--- src/rtl/agc_pkg.sv ---
package agc_pkg;

    localparam int DEF_FIR_TAPS   = 29;
    localparam int DEF_WINDOW_LEN = 20;
    localparam int DEF_COEF_WIDTH = 16;

    localparam int TAB_LEN   = 29;
    localparam int SAMPLE_W  = 16;
    localparam int FILT_W    = 24;
    localparam int GEST_W    = 3;
    localparam int CFG_W     = 16;
    localparam int CFG_IDX_W = 2;

    localparam logic [CFG_IDX_W-1:0] CFG_MARGIN  = 2'd0;
    localparam logic [CFG_IDX_W-1:0] CFG_HOLDOFF = 2'd1;
    localparam logic [CFG_IDX_W-1:0] CFG_ZLEVEL  = 2'd2;

    localparam logic [CFG_W-1:0]        RST_MARGIN  = 16'd5;
    localparam logic [CFG_W-1:0]        RST_HOLDOFF = 16'd300;
    localparam logic signed [CFG_W-1:0] RST_ZLEVEL  = 16'sd200;

    localparam logic [GEST_W-1:0] GEST_NONE  = 3'd0;
    localparam logic [GEST_W-1:0] GEST_LEFT  = 3'd1;
    localparam logic [GEST_W-1:0] GEST_RIGHT = 3'd2;
    localparam logic [GEST_W-1:0] GEST_DOWN  = 3'd3;
    localparam logic [GEST_W-1:0] GEST_UP    = 3'd4;

    localparam logic signed [15:0] COEF_Q15 [TAB_LEN] = '{
        16'sd60,  16'sd67,  16'sd76,  16'sd88,  16'sd103, 16'sd120, 16'sd139, 16'sd159,
        16'sd181, 16'sd205, 16'sd228, 16'sd252, 16'sd276, 16'sd300, 16'sd322, 16'sd344,
        16'sd364, 16'sd381, 16'sd397, 16'sd409, 16'sd419, 16'sd426, 16'sd429, 16'sd429,
        16'sd425, 16'sd418, 16'sd407, 16'sd392, 16'sd375
    };

    typedef logic [2:0][SAMPLE_W-1:0] t_axes16;
    typedef logic [2:0][FILT_W-1:0]   t_axes24;

    typedef struct packed {
        logic signed [SAMPLE_W-1:0] accel_x;
        logic signed [SAMPLE_W-1:0] accel_y;
        logic signed [SAMPLE_W-1:0] accel_z;
    } t_in_item;

    typedef struct packed {
        logic [GEST_W-1:0] gesture;
        logic              window_full;
        logic [FILT_W-1:0] std_dev_x;
        logic [FILT_W-1:0] std_dev_y;
        logic [FILT_W-1:0] std_dev_z;
    } t_out_item;

    function automatic logic signed [23:0] coef_at(input int k, input int cw);
        int                 d;
        logic signed [31:0] c;
        logic signed [31:0] r;
        d = cw - 16;
        r = '0;
        if (k >= 0 && k < TAB_LEN) begin
            c = 32'(COEF_Q15[k]);
            if (d >= 0) begin
                r = c <<< d;
            end else begin
                r = (c + (32'sd1 <<< (-d - 1))) >>> (-d);
            end
        end
        return r[23:0];
    endfunction

    function automatic logic [FILT_W-1:0] abs_diff(input logic [FILT_W-1:0] a,
                                                   input logic [FILT_W-1:0] b);
        return (a > b) ? a - b : b - a;
    endfunction

endpackage

--- src/rtl/agc_fir.sv ---
module agc_fir #(
    parameter int FIR_TAPS   = agc_pkg::DEF_FIR_TAPS,
    parameter int COEF_WIDTH = agc_pkg::DEF_COEF_WIDTH
) (
    input  logic             i_clk,
    input  logic             i_rst_n,
    input  logic             i_start,
    input  agc_pkg::t_axes16 i_sample,
    output logic             o_done,
    output agc_pkg::t_axes24 o_filt
);

    localparam int A_W   = (FIR_TAPS > 1) ? $clog2(FIR_TAPS) : 1;
    localparam int C_W   = $clog2(FIR_TAPS + 1);
    localparam int P_W   = agc_pkg::SAMPLE_W + COEF_WIDTH;
    localparam int ACC_W = P_W + C_W + 1;
    localparam int FSH   = COEF_WIDTH - 9;
    localparam int FSH_R = (FSH > 0) ? FSH : 0;
    localparam int FSH_L = (FSH < 0) ? -FSH : 0;
    localparam logic signed [ACC_W+1:0] HALF =
        (FSH_R > 0) ? (ACC_W+2)'(64'(1) << ((FSH_R > 0) ? FSH_R - 1 : 0)) : '0;

    typedef enum logic [3:0] {
        F_IDLE = 4'b0001,
        F_RUN  = 4'b0010,
        F_WAIT = 4'b0100,
        F_FIN  = 4'b1000
    } t_fstate;

    t_fstate r_state;
    logic [3*agc_pkg::SAMPLE_W-1:0] r_dl [FIR_TAPS];

    logic [A_W-1:0] r_head, r_new, w_addr, w_ka;
    logic [C_W-1:0] r_cnt, r_k;
    logic           r_rv, r_rl, r_rok, r_pv, r_pl, r_done;
    logic [3*agc_pkg::SAMPLE_W-1:0] r_rd;
    logic signed [COEF_WIDTH-1:0]   r_coef;
    logic signed [P_W-1:0]          r_p   [3];
    logic signed [ACC_W-1:0]        r_acc [3];
    logic signed [ACC_W+1:0]        w_t   [3];
    agc_pkg::t_axes24               r_filt, w_rnd;

    assign w_ka   = r_k[A_W-1:0];
    assign w_addr = (r_new >= w_ka) ? r_new - w_ka : r_new + A_W'(FIR_TAPS) - w_ka;

    always_ff @(posedge i_clk) begin
        if (i_start) begin
            r_dl[r_head] <= i_sample;
        end
        r_rd   <= r_dl[w_addr];
        r_coef <= COEF_WIDTH'(agc_pkg::coef_at(int'(r_k), COEF_WIDTH));
        r_rok  <= (r_k < r_cnt);
        for (int a = 0; a < 3; a++) begin
            if (r_rok) begin
                r_p[a] <= P_W'($signed(r_rd[a*agc_pkg::SAMPLE_W +: agc_pkg::SAMPLE_W]) * r_coef);
            end else begin
                r_p[a] <= '0;
            end
            if (i_start) begin
                r_acc[a] <= '0;
            end else if (r_pv) begin
                r_acc[a] <= r_acc[a] + ACC_W'(r_p[a]);
            end
        end
        if (r_state == F_FIN) begin
            r_filt <= w_rnd;
        end
    end

    always_comb begin
        for (int a = 0; a < 3; a++) begin
            if (FSH_R > 0) begin
                w_t[a] = ((ACC_W+2)'(r_acc[a]) + HALF) >>> FSH_R;
            end else begin
                w_t[a] = (ACC_W+2)'(r_acc[a]) <<< FSH_L;
            end
            if (w_t[a][ACC_W+1:23] != {(ACC_W-21){w_t[a][ACC_W+1]}}) begin
                w_rnd[a] = w_t[a][ACC_W+1] ? 24'h800000 : 24'h7FFFFF;
            end else begin
                w_rnd[a] = w_t[a][23:0];
            end
        end
    end

    always_ff @(posedge i_clk) begin
        if (!i_rst_n) begin
            r_state <= F_IDLE;
            r_head  <= '0;
            r_new   <= '0;
            r_cnt   <= '0;
            r_k     <= '0;
            r_rv    <= 1'b0;
            r_rl    <= 1'b0;
            r_pv    <= 1'b0;
            r_pl    <= 1'b0;
            r_done  <= 1'b0;
        end else begin
            r_rv   <= 1'b0;
            r_rl   <= 1'b0;
            r_pv   <= r_rv;
            r_pl   <= r_rv && r_rl;
            r_done <= 1'b0;
            unique case (r_state)
                F_IDLE: begin
                    if (i_start) begin
                        r_new   <= r_head;
                        r_head  <= (r_head == A_W'(FIR_TAPS - 1)) ? '0 : r_head + 1'b1;
                        r_cnt   <= (r_cnt == C_W'(FIR_TAPS)) ? r_cnt : r_cnt + 1'b1;
                        r_k     <= '0;
                        r_state <= F_RUN;
                    end
                end
                F_RUN: begin
                    r_rv <= 1'b1;
                    r_rl <= (r_k == C_W'(FIR_TAPS - 1));
                    r_k  <= r_k + 1'b1;
                    if (r_k == C_W'(FIR_TAPS - 1)) begin
                        r_state <= F_WAIT;
                    end
                end
                F_WAIT: begin
                    if (r_pl) begin
                        r_state <= F_FIN;
                    end
                end
                F_FIN: begin
                    r_done  <= 1'b1;
                    r_state <= F_IDLE;
                end
                default: r_state <= F_IDLE;
            endcase
        end
    end

    assign o_done = r_done;
    assign o_filt = r_filt;

endmodule

--- config.mk ---
export PLATFORM = sky130hd
export DESIGN_NAME = agc_fir
export DESIGN_NICKNAME = d
export VERILOG_FILES = /design/src/rtl/agc_pkg.sv /design/src/rtl/agc_fir.sv
export SDC_FILE = /design/constraint.sdc
export NUM_CORES = 2
export LEC_CHECK = 0
export BUFFER_PORTS_ARGS = -buffer_cell sky130_fd_sc_hd__buf_2
export CAP_MARGIN = 0
export CORE_ASPECT_RATIO = 0.7
export CORE_MARGIN = 2
export CORE_UTILIZATION = 25
export CTS_CLUSTER_SIZE = 28
export DETAILED_ROUTE_END_ITERATION = 16
export GPL_TIMING_DRIVEN = 0
export REMOVE_ABC_BUFFERS = 1
export SLEW_MARGIN = 20
export SYNTH_ARGS = -nofsm -noshare
export SYNTH_HDL_FRONTEND = slang
export SYNTH_SLANG_ARGS = --single-unit
--- constraint.sdc ---
create_clock -name i_clk -period 11.9 [get_ports i_clk]
set_input_delay 1.785 -clock i_clk [delete_from_list [all_inputs] [get_ports i_clk]]
set_output_delay 1.785 -clock i_clk [all_outputs]
set_load 0.03 [all_outputs]
**Word-level counts from Yosys, hierarchy flattened**

Memories as Yosys holds them, arrays and structs flattened. A register that Yosys moved wholly into a read port is not among the register bits.
Index checks and enable logic that the tools add are counted.

- $add $sub $neg: 12
- $mul: 3
- Order comparisons: 3
- Equality and inequality tests: 13
- Muxes and demuxes: 30
- Bitwise logic cells: 8
- Reductions and logical operators: 8

Operators with widths:

| kind | number |
|---|---|
| 2-to-1 mux 24 bit | 6 |
| adder 38 x 8 -> 39 bit (second input constant) | 3 |
| adder 38 x 32 -> 38 bit | 3 |
| 2-to-1 mux 38 bit | 3 |
| multiplier 16 x 16 -> 32 bit | 3 |
| 2-to-1 mux 32 bit | 3 |
| inverter 5 -> 32 bit | 1 |
| != test 9 bit | 3 |
| adder 5 x 1 -> 5 bit (second input constant) | 3 |
| == test 5 bit (second input constant) | 3 |
| 2-to-1 mux 5 bit | 3 |
| 2-to-1 mux 4 bit | 3 |
| one-hot mux 4 bit (3 select lines) | 1 |
| 2-to-1 mux 1 bit | 10 |
| one-hot mux 5 bit (2 select lines) | 1 |
| subtractor 5 bit | 2 |
| != test 2 bit (second input constant) | 3 |
| bitwise OR 1 bit | 6 |
| AND reduction 2 bit | 3 |
| AND reduction 3 bit | 2 |
| adder 5 bit (second input constant) | 1 |
| >= comparator 5 bit | 1 |
| less-than comparator 5 bit | 1 |
| less-than comparator 5 bit (second input constant) | 1 |
| 8 further kinds | 8 |

- Flip-flop bits (word level): 102
- Bits in writable memories: 1602
- Bits in read-only memories: 512
- Logic and storage cells: 95
- Memories kept: 4

Memories:

| memory | depth | bits a word | rd ports | clocked after Yosys merged registers in | write ports | line | source |
|---|---|---|---|---|---|---|---|
| r_dl | 29 | 48 | 1 | 1 | 1 | agc_fir.sv:31 | `logic [3*agc_pkg::SAMPLE_W-1:0] r_dl [FIR_TAPS];` |
| (name not given) | 32 | 16 | 1 | 1 | 0 | agc_pkg.sv:59 | `c = 32'(COEF_Q15[k]);` |
| r_acc | 3 | 38 | 3 | 0 | 3 | agc_fir.sv:39 | `logic signed [ACC_W-1:0] r_acc [3];` |
| r_p | 3 | 32 | 3 | 0 | 3 | agc_fir.sv:38 | `logic signed [P_W-1:0] r_p [3];` |

**Logic depth before layout (Yosys ltp)**

- Word-level depth: 4
- Depth in mapped cells: 26
- Gate-level depth less buffers: 24

**Worst setup path after synthesis**

OpenSTA, ideal clock, no wires.

- Path kind: flip-flop to flip-flop
- From: reg r_state[3]
- To: reg r_filt (netlist bit o_filt[0]) (enable)
- Setup time: 707 ps
- Arrival time: 8037 ps
- Required time: 11193 ps
- Path slack: 3155 ps
- Stages on the path, launching flop included: 3
- Period minus slack after synthesis: 8745 ps
- Cell sequence: dfxtp_1 > clkbuf_1 > nor4b_1

- Word-level cells in the longest chain between the ends: 1

RTL lines:

| item | line | source |
|---|---|---|
| from (decl) | agc_fir.sv:30 | `t_fstate r_state;` |
| from (signal assigned) | agc_fir.sv:87 | `r_state <= F_IDLE;` |
| from (signal assigned) | agc_fir.sv:110 | `r_state <= F_RUN;` |
| from (signal assigned) | agc_fir.sv:118 | `r_state <= F_WAIT;` |
| == test 4 bit | agc_fir.sv:65 | `if (r_state == F_FIN) begin` |
| to (signal assigned) | agc_fir.sv:66 | `r_filt <= w_rnd;` |
| to (decl) | agc_fir.sv:41 | `agc_pkg::t_axes24 r_filt, w_rnd;` |

No other way between the ends.
A chain may end at the register's enable or synchronous reset.

==> results.ini <==
[outcome]
outcome = complete, no violations

[route]
drtIter0Drc = 7597
drcViolationCount = 0
drt.antenna.violating_nets = 0
vias = 64300
dr.pass1.iters = 8
wl_um = 270000
routedWlPerCell_um = 20.8
avgViaCountPerCell = 4.96

[layout]
regArea_mm2 = 0.0511
drive_gt1_share_pct = 11.6
multi_input_area_mm2 = 0.0402
nNetsFinal = 8627
n_fill_cell = 37900
syn_to_final_growth_pct = 17.7

[critical_path]
cp_max_fo = 48
crit_path_end_kind = register
worstPathCellList = nand2_1 -> fa_1 -> inv_1 -> fa_1 -> fa_1 -> fa_1 -> fa_1 -> inv_1 -> fa_1 -> inv_1 -> ha_1 -> nand4_1 -> nor3_1 -> nand2_1 -> or4_1 -> nand3_1 -> a31oi_1 -> o22ai_1 -> mux2i_1 -> nand4_1
cp_slowest_cell = dfxtp_4
arrival_ns = 8.08
critPathLaunchType = register
cpPeakStageDelay_ns = 0.77
required_ns = 12.56
path_common_cell = fa_1
path_class = register to register

[timing]
post-route-min-period_ns = 7.42
clock_skew_ns = 0.105
worstMarginPinSlew_ns = 1.19
setup_viol = 0
hold_violations = 0
grt_setup_unrepaired = no
fmax_mhz = 135
tns_ns = 0
relSlewSlack_pct = 19.7
period_share_pct = 62.3
drv_slew = 0

[synthesis]
yosysMostFrequentCell = edfxtp_1
synthCells = 7596
synthFlopType = edfxtp_1
syn_area_per_cell_um2 = 12.5
yosys_warnings = 0
ys_ff_latch = 1761
synth_edf_count = 1578
seq_area_frac_synth_pct = 53.9
yosysTopAreaCell = edfxtp_1
ys_types = 93
synthesis.area_mm2 = 0.0947
async_flop_share_pct = 0
synth_commonest_cells = 1578 x edfxtp_1, 641 x inv_1, 631 x nand2_1
synthTopCellsByArea = edfxtp_1 50%, fa_1 8.3%, ha_1 5.9%
synth_top_area_share_pct = 50.0

[clock_network]
insertion_delay_ns = 0.92
postCtsSetupBuffers = 0
cts_tree = done
cts.hold.buffers_added = 0
cts_buffers = 179
post_cts_resized = 0
clockBufferDepth = 4
clkTransAtPathRegs_ns = 0.07
htree_levels = 4
cts_root_buf = clkbuf_16
clock-sinks = 1761

[floorplanning]
rows = 189
die_h_um = 519
die_w_um = 740
core_mm2 = 0.378
ioPinCount = 124
start_util_pct = 25.1
dieArea_mm2 = 0.384

[grt]
grt_max_degree = 90
grt_pass1_vias = 63200
grt_overflow = 0
antenna_found_initial = 46
track_usage_pct = 13.7
grt_pass1_wl_um = 406000

[place]
port_buffers = 123
place_hpwl_um = 188000
place.gp.congestion = 0.816

[worst_hold_path]
hold_class = register to register

[job]
maxCapViolCount = 0

[pwr]
power_density_mw_per_mm2 = 235
power_mw = 26.1
p_leak_nw = 40.3
ir_drop_v = 0.000269

stage by stage:
| step | instances | hold WS, ns | instance area (um^2) | worst slack, ns | util, % |
|---|---|---|---|---|---|
| 2_1_floorplan | 7180 | 0.428 | 93100 | -7.13 | - |
| 3_3_place_gp | 12400 | 0.440 | 100000 | -26.15 | 26.5 |
| 3_5_place_dp | 12600 | 0.441 | 106000 | 4.65 | 28.0 |
| 4_1_cts | 12900 | 0.458 | 111000 | 4.56 | 29.5 |
| 5_1_grt | 12900 | 0.481 | 111000 | 4.03 | 29.5 |
| 6_report | 12900 | 0.457 | 111000 | 4.48 | 29.5 |
per-layer routing:
layer  vias to the layer above  global-route usage [%]  share of wire [%]
li1                      28700                       -                  -
met5                         -                       0              0.039
met2                      3139                    20.0                 41
met1                     31800                    20.0                 45
met3                       529                    2.97                 10
met4                        18                    4.38                3.4
layout make-up:
| cell class | count | share of cell area (%) |
|---|---|---|
| sequential | 1761 | 45.8 |
| multi-input combinational | 4775 | 36.0 |
| tap | 5061 | 5.68 |
| timing repair buffer | 380 | 5.14 |
| clock buffer | 209 | 4.20 |
| inverter | 644 | 2.18 |
| clock inverter | 107 | 0.934 |
| antenna | 12 | 0.0269 |
registers in the layout, indices dropped and copies added, names as in the netlist:
signal and cells:
r_rl 1, r_dl 1392, r_cnt 5, r_new 5, r_pv 1, r_rv 1, r_acc 114, r_head 5
o_filt 72, r_p 96, r_k 5, r_pl 1, o_done 1, r_state 4, r_rd 48, r_coef 9
r_rok 1
logic make-up (layout without fill, tap and decap cells):
kind of cell               count (synthesis)  count (layout)  synth area share (%)
xor gates and xnor gates                 233             233                  2.16
buffers and inverters                   1060            1340                  4.29
and+or+nand+nor                         1865            1865                  9.60
muxes                                    150             150                  3.02
DFF                                     1761            1761                  53.9
adders and majority gates                836             836                  14.2
AOI/OAI and AO/OA                       1691            1691                  12.9
other                                      0              12                     0
path summary, 6_finish.rpt:
kind                 to  slack, ns  depth (start not counted)  startpoint
max          r_p[2][28]       4.48                         20   r_coef[1]
min                r_pv       0.46                          1        r_rv
max reg2reg  r_p[2][28]       4.48                         20   r_coef[1]
min reg2reg        r_pv       0.46                          1        r_rv
cell usage in the layout, fill, tap and decap left out, types with 45 or more instances in the layout:
master / instances
and2_1: 328
nor2_1: 320
nor3_1: 111
dfxtp_1: 173
buf_16: 115
xor2_1: 112
a21o_1: 94
nand4_1: 45
a221oi_1: 181
nand2_1: 625
o32ai_1: 97
xnor2_1: 119
and3_1: 49
inv_1: 638
a22oi_1: 79
buf_2: 130
a31oi_1: 83
a21oi_1: 274
clkbuf_16: 182
buf_12: 56
ha_1: 441
mux4_2: 108
o22ai_1: 152
fa_1: 392
edfxtp_1: 1578
o221ai_1: 98
or3_1: 62
nand3_1: 118
o21ai_0: 197
worst max-delay path, delay by kind of cell (launching register included):
kind | cells | cell delay [ns]
adder cells (fa/ha/maj) | 7 | 3.61
multiplexers | 1 | 0.22
AND/OR/NAND/NOR | 7 | 1.75
buffers and inverters | 3 | 0.24
flip-flops | 1 | 0.77
AO/OA/AOI/OAI | 2 | 0.57
report_power, final:
group / internal, mW / switching [mW] / total [mW] / leakage (nW)
sequential: 6.99 / 0.236 / 7.23 / 15.9
clock: 3.20 / 2.45 / 5.65 / 2.80
combinational: 5.56 / 7.70 / 13.3 / 21.6
Note: power is estimated with default switching activity, not from simulation.
